--- src/hw/rtl/coherence_txn_entry_fsm_core_defines.svh ---
// Assertion macros for the coherence transaction entry FSM.
`ifndef COHERENCE_TXN_ENTRY_FSM_CORE_DEFINES_SVH
`define COHERENCE_TXN_ENTRY_FSM_CORE_DEFINES_SVH

`ifndef NO_ASSERTIONS

// Same-cycle implication, sampled on clk, off while in reset.
`define COH_ASSERT_IMP(lbl, ante, cons) \
    lbl: assert property (@(posedge clk) disable iff (!rst_n) (ante) |-> (cons)) \
        else $error("coherence entry fsm: implication check failed");

// Next-cycle implication, sampled on clk, off while in reset.
`define COH_ASSERT_NXT(lbl, ante, cons) \
    lbl: assert property (@(posedge clk) disable iff (!rst_n) (ante) |=> (cons)) \
        else $error("coherence entry fsm: next-cycle check failed");

`else

`define COH_ASSERT_IMP(lbl, ante, cons)
`define COH_ASSERT_NXT(lbl, ante, cons)

`endif

`endif

--- src/hw/rtl/coh_txn_pkg.sv ---
// Shared types, codes and helpers for the coherence transaction entry FSM.
package coh_txn_pkg;

    // Entry states
    typedef enum logic [3:0] {
        ST_IDLE       = 4'd0,
        ST_LOOKUP     = 4'd1,
        ST_WAITSNOOP  = 4'd2,
        ST_UPDISSUE   = 4'd3,
        ST_UPDWAIT    = 4'd4,
        ST_TXLINK     = 4'd5,
        ST_WAITACK    = 4'd6,
        ST_MCREAD     = 4'd7,
        ST_TXRSP      = 4'd8,
        ST_WAITWRDATA = 4'd9,
        ST_SLEEP      = 4'd10
    } entry_state_t;

    // Event kinds
    localparam logic [3:0] EV_ADMIT       = 4'd0;
    localparam logic [3:0] EV_LOOKUPDONE  = 4'd1;
    localparam logic [3:0] EV_UPDACCEPTED = 4'd2;
    localparam logic [3:0] EV_UPDDONE     = 4'd3;
    localparam logic [3:0] EV_SNOOPDONE   = 4'd4;
    localparam logic [3:0] EV_TXLINKDONE  = 4'd5;
    localparam logic [3:0] EV_MCDATA      = 4'd7;
    localparam logic [3:0] EV_COMPACK     = 4'd8;
    localparam logic [3:0] EV_WRDATA      = 4'd9;

    // Transaction kinds tested by value
    localparam logic [3:0] TK_UNKNOWN = 4'd0;
    localparam logic [3:0] TK_RDNOSNP = 4'd4;
    localparam logic [3:0] TK_EVICT   = 4'd12;

    // Action codes, 0 is none
    localparam logic [4:0] ACT_NONE       = 5'd0;
    localparam logic [4:0] ACT_DO_LOOKUP  = 5'd1;
    localparam logic [4:0] ACT_Q_SNOOPS   = 5'd2;
    localparam logic [4:0] ACT_COMMIT_MNT = 5'd4;
    localparam logic [4:0] ACT_REM_SHARER = 5'd5;
    localparam logic [4:0] ACT_UPD_SLC    = 5'd6;
    localparam logic [4:0] ACT_Q_TXREQ    = 5'd7;
    localparam logic [4:0] ACT_Q_COMPDATA = 5'd8;
    localparam logic [4:0] ACT_Q_COMP     = 5'd9;
    localparam logic [4:0] ACT_Q_DBID     = 5'd10;
    localparam logic [4:0] ACT_WAIT_ACK   = 5'd11;
    localparam logic [4:0] ACT_WAIT_WRDAT = 5'd12;
    localparam logic [4:0] ACT_STORE_WR   = 5'd13;
    localparam logic [4:0] ACT_RETIRE     = 5'd17;
    localparam logic [4:0] ACT_SLEEP      = 5'd18;

    localparam int unsigned IN_TDATA_W  = 16;
    localparam int unsigned OUT_TDATA_W = 16;

    // One event word, fields from the highest bit down
    typedef struct packed {
        logic       needs_comp_ack;
        logic       data_available;
        logic       slc_hit;
        logic       needs_snoop;
        logic       replay;
        logic [3:0] txn_kind;
        logic [3:0] action;
    } evt_word_t;

    // One result word, fields from the highest bit down
    typedef struct packed {
        logic [4:0]   second_effect;
        logic [4:0]   first_effect;
        entry_state_t new_state;
        logic         stepped;
    } step_res_t;

    function automatic logic kind_read(input logic [3:0] tk);
        return (tk inside {[4'd0:4'd3]});
    endfunction

    function automatic logic kind_maint(input logic [3:0] tk);
        return (tk inside {[4'd5:4'd7]});
    endfunction

    function automatic logic kind_write(input logic [3:0] tk);
        return (tk inside {[4'd8:4'd11]});
    endfunction

endpackage

--- src/hw/rtl/coherence_txn_entry_fsm_core.sv ---
// Top level of the coherence home-node queue entry state machine.
//
//   channel | dir | payload                                         | accepted when
//   s_*     | in  | event word: action, txn_kind, five flags        | s_tvalid & s_tready
//   m_*     | out | result word: stepped, new_state, two effects    | m_tvalid & m_tready
//
// One event word per cycle sustained while m_tready is high; each accepted word
// passes through the input register, then is decoded into the result register.
// The entry state register is updated in the same cycle the decoded word moves
// into the result register, so the next queued word always sees the new state.
// rst_n (async, active low) puts the entry in idle and empties both stages.
// A stalled output only backs up the input stage once both registers are full.
`include "coherence_txn_entry_fsm_core_defines.svh"

module coherence_txn_entry_fsm_core
    import coh_txn_pkg::*;
#(
    parameter int unsigned IN_W  = IN_TDATA_W,
    parameter int unsigned OUT_W = OUT_TDATA_W
)
(
    input  logic             clk,
    input  logic             rst_n,

    input  logic             s_tvalid,
    output logic             s_tready,
    // [3:0] action, [7:4] txn_kind, [8] replay, [9] needs_snoop,
    // [10] slc_hit, [11] data_available, [12] needs_comp_ack, rest zero
    input  logic [IN_W-1:0]  s_tdata,

    output logic             m_tvalid,
    input  logic             m_tready,
    // [0] stepped, [4:1] new_state, [9:5] first_effect,
    // [14:10] second_effect, [15] zero
    output logic [OUT_W-1:0] m_tdata
);

    localparam int unsigned EVT_W = $bits(evt_word_t);
    localparam int unsigned RES_W = $bits(step_res_t);

    // Input stage
    logic         in_valid_reg;
    logic         in_valid_next;
    evt_word_t    in_word_reg;

    // Result stage
    logic         out_valid_reg;
    logic         out_valid_next;
    step_res_t    out_word_reg;

    entry_state_t state_reg;
    entry_state_t state_next;

    step_res_t    step_res;
    logic         s_fire;
    logic         advance;

    coh_txn_step u_step
    (
        .cur_state (state_reg),
        .evt       (in_word_reg),
        .res       (step_res)
    );

    // Word leaves the input stage when the result register is free or draining
    assign advance  = in_valid_reg && (!out_valid_reg || m_tready);
    assign s_tready = !in_valid_reg || advance;
    assign s_fire   = s_tvalid && s_tready;

    always_comb
    begin
        in_valid_next  = s_fire ? 1'b1 : (advance ? 1'b0 : in_valid_reg);
        out_valid_next = advance ? 1'b1 : ((m_tready) ? 1'b0 : out_valid_reg);
        state_next     = advance ? step_res.new_state : state_reg;
    end

    always_ff @(posedge clk or negedge rst_n)
    begin
        if (!rst_n)
        begin
            in_valid_reg  <= 1'b0;
            out_valid_reg <= 1'b0;
            state_reg     <= ST_IDLE;
        end
        else
        begin
            in_valid_reg  <= in_valid_next;
            out_valid_reg <= out_valid_next;
            state_reg     <= state_next;
        end
    end

    // Payload registers, no reset
    always_ff @(posedge clk)
    begin
        if (s_fire)
        begin
            in_word_reg <= evt_word_t'(s_tdata[EVT_W-1:0]);
        end
        if (advance)
        begin
            out_word_reg <= step_res;
        end
    end

    assign m_tvalid = out_valid_reg;
    assign m_tdata  = {{(OUT_W-RES_W){1'b0}}, out_word_reg};

    // Checks
    `COH_ASSERT_NXT(a_state_follows_step, advance, state_reg == $past(step_res.new_state))
    `COH_ASSERT_NXT(a_state_holds_idle, !advance, $stable(state_reg))
    `COH_ASSERT_IMP(a_no_step_no_effect, out_valid_reg && !out_word_reg.stepped,
        (out_word_reg.first_effect == ACT_NONE) && (out_word_reg.second_effect == ACT_NONE))
    `COH_ASSERT_IMP(a_result_matches_state, out_valid_reg && !advance,
        out_word_reg.new_state == state_reg)

endmodule

--- src/hw/rtl/coh_txn_step.sv ---
// Next-state and action decode for one event against the current entry state.
module coh_txn_step
    import coh_txn_pkg::*;
(
    input  entry_state_t cur_state,
    input  evt_word_t    evt,
    output step_res_t    res
);

    always_comb
    begin
        res.stepped       = 1'b1;
        res.new_state     = cur_state;
        res.first_effect  = ACT_NONE;
        res.second_effect = ACT_NONE;

        case (cur_state)
            ST_IDLE:
            begin
                if (evt.action != EV_ADMIT)
                begin
                    res.stepped = 1'b0;
                end
                else if (evt.txn_kind == TK_RDNOSNP)
                begin
                    res.new_state    = ST_MCREAD;
                    res.first_effect = ACT_Q_TXREQ;
                end
                else if (kind_read(evt.txn_kind) || kind_maint(evt.txn_kind))
                begin
                    res.new_state    = ST_LOOKUP;
                    res.first_effect = ACT_DO_LOOKUP;
                end
                else if (evt.txn_kind == TK_EVICT)
                begin
                    res.new_state     = ST_IDLE;
                    res.first_effect  = ACT_REM_SHARER;
                    res.second_effect = ACT_Q_COMP;
                end
                else if (kind_write(evt.txn_kind))
                begin
                    res.new_state     = ST_WAITWRDATA;
                    res.first_effect  = ACT_Q_DBID;
                    res.second_effect = ACT_WAIT_WRDAT;
                end
                else
                begin
                    res.stepped = 1'b0;
                end
            end
            ST_LOOKUP:
            begin
                if (evt.action != EV_LOOKUPDONE)
                begin
                    res.stepped = 1'b0;
                end
                else if (evt.replay)
                begin
                    res.new_state    = ST_SLEEP;
                    res.first_effect = ACT_SLEEP;
                end
                else if (evt.needs_snoop)
                begin
                    res.new_state    = ST_WAITSNOOP;
                    res.first_effect = ACT_Q_SNOOPS;
                end
                else if (kind_read(evt.txn_kind))
                begin
                    res.new_state    = evt.slc_hit ? ST_UPDISSUE : ST_MCREAD;
                    res.first_effect = evt.slc_hit ? ACT_UPD_SLC : ACT_Q_TXREQ;
                end
                else if (kind_maint(evt.txn_kind))
                begin
                    res.new_state     = ST_IDLE;
                    res.first_effect  = ACT_COMMIT_MNT;
                    res.second_effect = ACT_Q_COMP;
                end
                else
                begin
                    res.stepped = 1'b0;
                end
            end
            ST_WAITSNOOP:
            begin
                if (evt.action != EV_SNOOPDONE)
                begin
                    res.stepped = 1'b0;
                end
                else if (kind_read(evt.txn_kind))
                begin
                    res.new_state    = evt.data_available ? ST_UPDISSUE : ST_MCREAD;
                    res.first_effect = evt.data_available ? ACT_UPD_SLC : ACT_Q_TXREQ;
                end
                else if (kind_maint(evt.txn_kind))
                begin
                    res.new_state     = ST_IDLE;
                    res.first_effect  = ACT_COMMIT_MNT;
                    res.second_effect = ACT_Q_COMP;
                end
                else
                begin
                    res.stepped = 1'b0;
                end
            end
            ST_MCREAD:
            begin
                if (evt.action != EV_MCDATA)
                begin
                    res.stepped = 1'b0;
                end
                else if (evt.txn_kind == TK_RDNOSNP)
                begin
                    res.new_state    = ST_TXLINK;
                    res.first_effect = ACT_Q_COMPDATA;
                end
                else
                begin
                    res.new_state    = ST_UPDISSUE;
                    res.first_effect = ACT_UPD_SLC;
                end
            end
            ST_UPDISSUE:
            begin
                // Edge with no actions
                if (evt.action == EV_UPDACCEPTED)
                begin
                    res.new_state = ST_UPDWAIT;
                end
                else
                begin
                    res.stepped = 1'b0;
                end
            end
            ST_UPDWAIT:
            begin
                if (evt.action != EV_UPDDONE)
                begin
                    res.stepped = 1'b0;
                end
                else if (evt.replay)
                begin
                    res.new_state    = ST_SLEEP;
                    res.first_effect = ACT_SLEEP;
                end
                else
                begin
                    res.new_state    = ST_TXLINK;
                    res.first_effect = ACT_Q_COMPDATA;
                end
            end
            ST_TXLINK:
            begin
                if (evt.action != EV_TXLINKDONE)
                begin
                    res.stepped = 1'b0;
                end
                else if (evt.needs_comp_ack || (evt.txn_kind == TK_UNKNOWN))
                begin
                    res.new_state    = ST_WAITACK;
                    res.first_effect = ACT_WAIT_ACK;
                end
                else
                begin
                    res.new_state    = ST_IDLE;
                    res.first_effect = ACT_RETIRE;
                end
            end
            ST_WAITWRDATA:
            begin
                if (evt.action == EV_WRDATA)
                begin
                    res.new_state     = ST_IDLE;
                    res.first_effect  = ACT_STORE_WR;
                    res.second_effect = ACT_RETIRE;
                end
                else
                begin
                    res.stepped = 1'b0;
                end
            end
            ST_WAITACK:
            begin
                if (evt.action == EV_COMPACK)
                begin
                    res.new_state    = ST_IDLE;
                    res.first_effect = ACT_RETIRE;
                end
                else
                begin
                    res.stepped = 1'b0;
                end
            end
            default:
            begin
                // txrsp and sleep have no way out but reset
                res.stepped = 1'b0;
            end
        endcase
    end

endmodule

--- config.mk ---
export PLATFORM = sky130hd
export DESIGN_NAME = coherence_txn_entry_fsm_core
export DESIGN_NICKNAME = d
export VERILOG_FILES = /design/src/hw/rtl/coh_txn_pkg.sv /design/src/hw/rtl/coherence_txn_entry_fsm_core.sv /design/src/hw/rtl/coh_txn_step.sv
export VERILOG_INCLUDE_DIRS = /design/src /design/src/hw/rtl
export SDC_FILE = /design/constraint.sdc
export NUM_CORES = 1
export LEC_CHECK = 0
export BUFFER_PORTS_ARGS = -buffer_cell sky130_fd_sc_hd__buf_2
export CORE_UTILIZATION = 58
export CTS_BUF_LIST = sky130_fd_sc_hd__clkbuf_16
export DETAILED_ROUTE_END_ITERATION = 12
export GPL_TIMING_DRIVEN = 0
export PLACE_DENSITY = 0.84
export SETUP_SLACK_MARGIN = 0.5
export SYNTH_ARGS = -nofsm -noshare
export SYNTH_HDL_FRONTEND = slang
export SYNTH_SLANG_ARGS = --single-unit
--- constraint.sdc ---
create_clock -name clk -period 5.3 [get_ports clk]
set_input_delay 0.265 -clock clk [delete_from_list [all_inputs] [get_ports clk]]
set_output_delay 0.265 -clock clk [all_outputs]
set_load 0.05 [all_outputs]
# Word level (Yosys, flattened, before mapping)
# Cells that the tools add are included.
# totals
ff_bits,34
input_bits,20
out_inout_bits,18
# op_classes
magnitude_cmp,6
n_eq_ne,18
muxes,55
n_reduce_logical,16
# ops
op,n
two-way mux 9 bit,11
two-way mux 14 bit,5
one-hot mux 5 bit (8 select lines),1
one-hot mux 4 bit (9 select lines),1
two-way mux 13 bit,2
two-way mux 1 bit,23
== test 4 x 3 -> 1 bit (second input constant),5
two-way mux 5 bit,4
one-hot mux 5 bit (4 select lines),1
== test 4 bit (second input constant),4
two-way mux 8 bit,2
== test 4 x 2 -> 1 bit (second input constant),3
!= test 4 x 3 -> 1 bit (second input constant),3
one-hot mux 1 bit (9 select lines),1
zero test 4 bit,2
two-way mux 4 bit,2
two-way mux 3 bit,2
logical AND 1 bit,5
== test 4 x 1 -> 1 bit (second input constant),1
greater-or-equal comparator 4 x 1 -> 1 bit (second input constant),1
greater-or-equal comparator 4 x 3 -> 1 bit (second input constant),1
greater-or-equal comparator 4 bit (second input constant),1
<= comparator 4 x 2 -> 1 bit (second input constant),1
<= comparator 4 x 3 -> 1 bit (second input constant),1
other kinds (7),12

# Logic depth before layout (Yosys ltp)
# Gate-level depths: netlist of run 1.
# logic_depth
word_depth,8
depth_mapped,8
ltp_nobuf,6

# Cells and area by module
# A second synthesis of run 1 with hierarchy kept.
# unflattened
hier_cells,178
area_unflattened_um2,1974.4
# modules_own_cells
mod,instances,cells_per_inst,area_per_inst_um2,seq_area_each_um2
coherence_txn_entry_fsm_core,1,47,1118.6,991.0
coh_txn_step,1,131,855.8,0.0

# Least setup slack after synthesis of run 1
# No wires, ideal clock.
# synth_timing
path_type,reg2reg
from,"reg out_valid_reg, in the netlist m_tvalid"
to,reg in_word_reg[0] in the netlist's numbering (enable)
arrival_time_ps,1664
path_slack_ps,3332
path_stages_with_launch,3
path_buffers,0
synth_period_minus_slack_ps,1968
cell_sequence,dfrtp_1 nand3b_1 and2_1
# synth_between
elab_chain_len,5
# synth_lines
item,line_no,rtl
start: declaration,coherence_txn_entry_fsm_core.sv:47,logic out_valid_reg;
start signal: assignment,coherence_txn_entry_fsm_core.sv:88,out_valid_reg <= out_valid_next;
zero test 1 bit,coherence_txn_entry_fsm_core.sv:66,assign advance = in_valid_reg && (!out_valid_reg || m_tready);
logical OR 1 bit,coherence_txn_entry_fsm_core.sv:66,
logical AND 1 bit,coherence_txn_entry_fsm_core.sv:66,
logical OR 1 bit,coherence_txn_entry_fsm_core.sv:67,assign s_tready = !in_valid_reg || advance;
via s_tready,coherence_txn_entry_fsm_core.sv:26,"output logic s_tready,"
logical AND 1 bit,coherence_txn_entry_fsm_core.sv:68,assign s_fire = s_tvalid && s_tready;
end signal: assignment,coherence_txn_entry_fsm_core.sv:98,in_word_reg <= evt_word_t'(s_tdata[EVT_W-1:0]);
end: declaration,coherence_txn_entry_fsm_core.sv:44,evt_word_t in_word_reg;
# The timed path passes the listed nets, and every way through them passes these cells.
# A chain may end at the register's enable or synchronous reset.

==> results of run 1 <==
## path summary, 6_finish.rpt
check	slack, ns	from	endpoint
hold / removal	0.17	s_tdata[10]	in_word_reg[10]
min in group asynchronous	0.35	rst_n	state_reg[0]
setup / recovery	3.15	state_reg[3]	m_tdata[5]
max in group asynchronous	4.80	rst_n	in_valid_reg
hold reg to reg	0.50	in_valid_reg	m_tvalid
setup reg to reg	3.15	state_reg[3]	m_tdata[5]
## layout make-up
type	instances	area (um2)	area share (%)
multi-input combinational	118	793	35.4
sequential	33	961	42.9
clock buffer	5	125	5.58
inverter	7	26.3	1.17
buffer	12	73.8	3.29
clock inverter	3	37.5	1.67
tap	44	55.1	2.46
timing repair buffer	33	170	7.59
## cell usage in the layout, fill, tap and decap left out, types with 2 or more instances in the layout
cell       instances
nor2_1            13
and3_1             3
dfrtp_1            6
buf_2             37
nor3_1             3
nand4_1            4
clkbuf_16          5
nand2_1           13
nand3b_1           3
and3b_1            2
nor2b_1            2
and2_1             2
inv_1              6
buf_4              4
o211ai_1           2
nand3_1            9
o21ai_1            2
nor4b_2            4
a21oi_1            5
o21ai_0            4
conb_1             2
inv_2              2
edfxtp_1          27
a31oi_1            2
o32a_1             2
nor4_1             3
nand2b_1           6
## worst reg2reg max path, delay by kind of cell, from the launching register on
kind,cells,cell delay (ns)
compound gates,3,0.85
buf+inv,1,0.18
flops,1,0.36
simple gates,2,0.59
## kinds of logic after synthesis
group / Yosys count / share of synthesized area, %
AND/OR/NAND/NOR: 80 / 27.6
AO/OA/AOI/OAI: 35 / 14.3
flip-flops: 33 / 51.9
buffers and inverters: 19 / 5.41
multiplexers: 1 / 0.608
other: 1 / 0.203
## metal layers
layer / GRT usage, % / share of wire (%)
met2: 39.2 / 46
met4: 10.2 / 1.7
met1: 32.6 / 45
met5: 0 / 0
met3: 8.35 / 7.3
## what timing repair did
action / CTS / global route
hold buffers: 1 / 0
setup buffers: 0 / 0
hold endpoints to repair: 6 / 0
## per-stage QoR
stage	util (%)	worst slack (ns)
after floorplan	-	3.33
after global placement	68.3	3.22
after detailed placement	68.3	3.19
after CTS	74.0	3.16
after global routing	74.0	2.97
final	74.0	3.15
## cells in the mapped netlist, types with 2 or more instances
master	count
a21oi_1	5
nor2b_1	2
nand3_1	9
inv_2	2
nand2b_1	6
and3_1	3
nand4_1	4
nor4_1	3
and3b_1	2
o21ai_0	4
nor3_1	3
nor2_1	13
o32a_1	2
a31oi_1	2
buf_2	5
nor4b_2	4
edfxtp_1	27
inv_1	5
o211ai_1	2
o21ai_1	2
nand2_1	13
and2_1	2
dfrtp_1	6
buf_4	4
nand3b_1	3
## power groups by stage
stage / Clock [mW] / Sequential [mW] / Combinational [mW]
2_1_floorplan: 0 / 0.428 / 0.221
3_5_place_dp: 0 / 0.366 / 0.364
6_report: 0.312 / 0.361 / 0.369
3_3_place_gp: 0 / 0.365 / 0.365
5_1_grt: 0.327 / 0.367 / 0.399
4_1_cts: 0.318 / 0.361 / 0.366
==> impl_metrics.tcl, run 1 <==
set metrics [dict create \
    core_area_um2 3030 \
    dr_total_vias 1487 \
    cp_slowest_cell "o32ai_1" \
    path_buf_inv 1 \
    crit_arrival_ns 2.25 \
    critical_path.top_delay_family "compound AO/OA/AOI/OAI gates" \
    fin_nets 230 \
    worstPathMaxFanout 9 \
    end_kind "register" \
    nFillCells 210 \
    ys_ff_latch 33 \
    row_count 20 \
    startpoint_type "register" \
    final_area_um2 2240 \
    largest_reg_flops 14 \
    min_path_cells 1 \
    ys.flop_type "edfxtp_1" \
    overflow 0 \
    synth_edf_count 27 \
    place_inst 246 \
    drt_first_iter_violations 41 \
    final-hold-violation-count 0 \
    ys_warn_count 0 \
    root_buffer "clkbuf_16" \
    grt_util_all_layers_pct 25.2 \
    p_clk_share_pct 29.9 \
    slew_headroom_pct 56.7 \
    p_int_uw 681 \
    clk_latency_ns 0.27 \
    hold_class "in -> reg" \
    cts_tree "yes" \
    cts_resized 0 \
    max_cap_viol_count 0 \
    grt_pass1_wl_um 6330 \
    finalCriticalPeriod_ns 2.15 \
    tns_ns 0 \
    path_cells "buf_2 -> nor4b_2 -> nand2_1 -> o32ai_1 -> a21oi_1 -> o211ai_1" \
    min_period_over_period_pct 40.5 \
    p_comb_share_pct 35.4 \
    numCtsBuffers 5 \
    synth_area_um2 1850 \
    port_buffers 32 \
    dr.pass1.iters 4 \
    routabilityCongestion 0.945 \
    drive_gt1_share_pct 30.8 \
    dpl_cell_area_um2 2070 \
    syn_inst 169 \
    worst-path-stages 6 \
    critPathKind "reg -> reg" \
    ant_nets 0 \
    antenna_cells 0 \
    swShare_pct 34.7 \
    reg2reg_depth 6 \
    clock.fmax_mhz 466 \
    dp_hpwl_um 2850 \
    ir_drop_mv 0.279 \
    cpPeakStageDelay_ns 0.53 \
    critPathRequiredTime_ns 5.41 \
    final_cells 255 \
    wl_um 3860 \
    wl_per_cell_um 15.1 \
    htree_num_levels 2 \
    ys_seq_area_share_pct 51.9 \
    tightest_slew_ns 0.644 \
    p_sw_uw 361 \
    yosys-top-cells-area "edfxtp_1, dfrtp_1, nor4b_2, nand2_1, nor2_1" \
    grt_pass1_vias 1377 \
    final_max_slew_viol_count 0 \
    fin_skew_ns 0.00372 \
    cts_sinks 33 \
    leakage_nw 0.919 \
    dieArea_um2 3420 \
    die_h_um 58.5 \
    powerDensity_nw_per_um2 465 \
    drc 0 \
    avgSynthCellArea_um2 10.9 \
    status "completed" \
    io_pins 38 \
    grt_antenna_before_repair 0 \
    synth_top_area_share_pct 43.8 \
    synth_cell_types 61 \
    synth_top_area_cell "edfxtp_1" \
    power.sequential.fraction_pct 34.7 \
    clk_path_buf_depth 2 \
    total_power_mw 1.04 \
    rsz0062_at_grt "no" \
    fin_worst_hold_slack_ns 0.168 \
    grt_max_degree 18 \
    areaGrowthSynthToFinish_pct 21.2 \
    clkSlewWorstSetupHoldPaths_ns 0.05 \
    die_x_um 58.5 \
    start_util_pct 61.1 \
    routed_via_density 5.83 \
    setup_viol_count_final 0 \
    ys_async_sr_fraction_pct 18.2 \
]
Power figures use the tool's default switching activity.
==> run 2, diff against run 1 <==
--- a/config.mk
+++ b/config.mk
@@ -6,12 +6,13 @@
 export SDC_FILE = /design/constraint.sdc
 export NUM_CORES = 1
 export LEC_CHECK = 0
+export ABC_AREA = 1
 export BUFFER_PORTS_ARGS = -buffer_cell sky130_fd_sc_hd__buf_2
-export CORE_UTILIZATION = 58
+export CORE_UTILIZATION = 54
 export CTS_BUF_LIST = sky130_fd_sc_hd__clkbuf_16
 export DETAILED_ROUTE_END_ITERATION = 12
 export GPL_TIMING_DRIVEN = 0
-export PLACE_DENSITY = 0.84
+export PLACE_DENSITY = 0.78
 export SETUP_SLACK_MARGIN = 0.5
 export SYNTH_ARGS = -nofsm -noshare
 export SYNTH_HDL_FRONTEND = slang
==> constraint.sdc (replaced) <==
create_clock -name clk -period 2.05 [get_ports clk]
set_input_delay 0.1025 -clock clk [delete_from_list [all_inputs] [get_ports clk]]
set_output_delay 0.1025 -clock clk [all_outputs]
set_load 0.05 [all_outputs]
==> run 2 against run 1 <==
Compared with the run above:
- utilization grew 5.2 points
- die area is 11% higher
- sequential share of layout area shrank 6.6 points
- fmax up 33%
- worst setup slack lost 2.7 ns
- via count grew 25%
- final cell count up 36%
- critical path type unchanged
- critical endpoint is now state_reg[1]
- largest cell class is now multi-input combinational cells
==> impl_metrics.tcl, run 2 <==
set metrics [dict create \
    dr.pass1.iters 4 \
    worstPathMaxFanout 5 \
    start_util_pct 56.8 \
    synth_top_area_cell "edfxtp_1" \
    yosysMostFrequentCell "nand2_1" \
    leakage_nw 1.25 \
    setup_viol_count_final 0 \
    die_x_um 61.5 \
    tns_ns 0 \
    place_inst 324 \
    grt_use_met2_pct 47.8 \
    clkSlewWorstSetupHoldPaths_ns 0.05 \
    seq_area_um2 965 \
    ys_warn_count 0 \
    io_pins 38 \
    setup.worst_path.start "in_word_reg[1]" \
    numCtsBuffers 5 \
    grt_pass1_vias 1609 \
    ys_ff_latch 33 \
    core_area_um2 3360 \
    finalCriticalPeriod_ns 1.61 \
    layout_common_cells "nand2_1, buf_2, edfxtp_1" \
    avgSynthCellArea_um2 7.80 \
    routed_via_density 5.38 \
    final_cells 347 \
    ant_nets 0 \
    critPathKind "reg -> reg" \
    grt_antenna_before_repair 0 \
    ys_async_sr_fraction_pct 18.2 \
    use_met3_pct 5.46 \
    dieArea_um2 3780 \
    dr_total_vias 1866 \
    grt_pass1_wl_um 7530 \
    row_count 21 \
    path_cells "nor2_4 -> nand2_1 -> nand2_1 -> nand2_1 -> clkinv_1 -> nand2_1 -> nor2_2 -> nand4_2 -> nand2_1 -> nand2_1" \
    status "completed" \
    dp_hpwl_um 3580 \
    min_period_over_period_pct 78.7 \
    crit_top_cell "nand2_1" \
    areaGrowthSynthToFinish_pct 39.3 \
    drc 0 \
    crit_arrival_ns 1.77 \
    clk_path_buf_depth 2 \
    synth_top_area_share_pct 42.4 \
    drt_first_iter_violations 188 \
    overflow 0 \
    synth_common_cells "nand2_1, nor2_1, inv_1, edfxtp_1, nand3_1" \
    grt_util_all_layers_pct 29.0 \
    routabilityCongestion 0.959 \
    fin_skew_ns 0.00475 \
    largest_reg_flops 14 \
    synth_area_um2 1910 \
    cts_sinks 33 \
    nFillCells 232 \
    rsz0062_at_grt "yes" \
    ir_drop_mv 0.668 \
    final-hold-violation-count 0 \
    final_max_slew_viol_count 0 \
    max_cap_viol_count 0 \
    multi_input_area_um2 1030 \
    cts_tree "yes" \
    synth_cell_types 27 \
    reg2reg_depth 10 \
    ys.flop_type "edfxtp_1" \
    reg2reg_from "in_word_reg[1]" \
    clock.fmax_mhz 620 \
    hp-start "s_tdata[11]" \
    cp_slowest_cell "edfxtp_1" \
    ys_seq_area_share_pct 50.3 \
    end_kind "register" \
    clk_latency_ns 0.28 \
    drive_gt1_share_pct 41.5 \
    grtUsageMet1_pct 36.3 \
    fin_nets 320 \
    wl_per_cell_um 15.4 \
    critPathRequiredTime_ns 2.21 \
    grt_max_degree 20 \
    powerDensity_nw_per_um2 1120 \
    die_h_um 61.5 \
    root_buffer "clkbuf_16" \
    startpoint_type "register" \
    syn_inst 245 \
    grt-busiest-layer "met2" \
    synth_edf_count 27 \
    htree_num_levels 2 \
    port_buffers 32 \
    wl_um 5330 \
    hold_class "in -> reg" \
    cpPeakStageDelay_ns 0.53 \
    final_common_cell "nand2_1" \
    antenna_cells 0 \
    yosys-top-cells-area "edfxtp_1, nand2_1, nor2_1, dfrtp_1, inv_1" \
    min_path_cells 1 \
]
## run 2: cell count changes in the layout (fill, tap and decap cells not counted), moves of 5 or more
cell,change
nand2_1,+47
inv_2,+9
buf_4,+8
nand2_2,+15
nor2_2,+17
nand3_1,+6
nand2b_1,-6
buf_2,-5
nor2_1,+7
nor2_4,+12
inv_1,+18
## run 2: layer usage
| layer | share of wire (%) | wire (um) | up-vias |
|---|---|---|---|
| met5 | 0 | 0 | - |
| met4 | 3.7 | 197 | 0 |
| met3 | 6.3 | 336 | 18 |
| met2 | 52 | 2760 | 98 |
| met1 | 38 | 2040 | 850 |
| li1 | - | - | 900 |
## run 2: path summary, 6_finish.rpt
kind,to,slack [ns]
setup reg to reg,state_reg[1],0.44
max in group asynchronous,m_tvalid,1.67
hold reg to reg,m_tvalid,0.56
hold / removal,in_word_reg[11],0.002
min in group asynchronous,state_reg[2],0.19
setup / recovery,state_reg[1],0.44
## run 2: logic make-up (layout without fill, tap and decap cells)
kind of cell | after synthesis | count (layout) | share of synthesized area [%]
buffers and inverters | 39 | 94 | 8.25
AOI/OAI and AO/OA | 17 | 17 | 5.56
and+or+nand+nor | 155 | 155 | 35.7
other | 1 | 2 | 0.196
DFF | 33 | 33 | 50.3
## run 2: stage by stage
stage	total power [mW]	hold slack (ns)	util, %	area, um2	worst slack (ns)
6_report	2.98	0.00193	79.2	2660	0.436
5_1_grt	3.12	0.00255	79.2	2660	0.361
4_1_cts	2.86	0.000538	72.7	2440	0.496
3_5_place_dp	1.94	-0.0547	64.0	2150	0.319
3_3_place_gp	1.92	-0.0643	64.0	2150	0.337
2_1_floorplan	1.71	-0.193	-	1930	0.590
## run 2: area by class of cell
type	instances	share of cell area, %
Buffer	3	0.845
Timing Repair Buffer	47	10.9
Tap cell	46	2.16
Inverter	36	5.21
Clock inverter	3	1.41
Clock buffer	5	4.70
Sequential cell	33	36.2
Multi-Input combinational cell	174	38.6
## run 2: timing repair
| item | 4_1_cts | 5_1_grt |
|---|---|---|
| setup buffers | 5 | 5 |
| pin swaps | 7 | 15 |
| resized for setup | 21 | 52 |
| hold endpoints to repair | 8 | 2 |
| endpoints found under the setup margin | 15 | 16 |
| hold buffers | 3 | 2 |
## run 2: power breakdown
part	total [mW]	leakage, nW	internal, mW	switching [mW]
combinational	1.19	0.830	0.347	0.847
clock	0.822	0.0826	0.563	0.259
sequential	0.969	0.337	0.881	0.0885
total	2.98	1.25	1.79	1.19
## run 2: worst max-delay path: cells and delay by family, from the launching register on
family | cells | cell delay, ns
buffers and inverters | 1 | 0.04
flip-flops | 1 | 0.53
AND/OR/NAND/NOR | 9 | 0.92
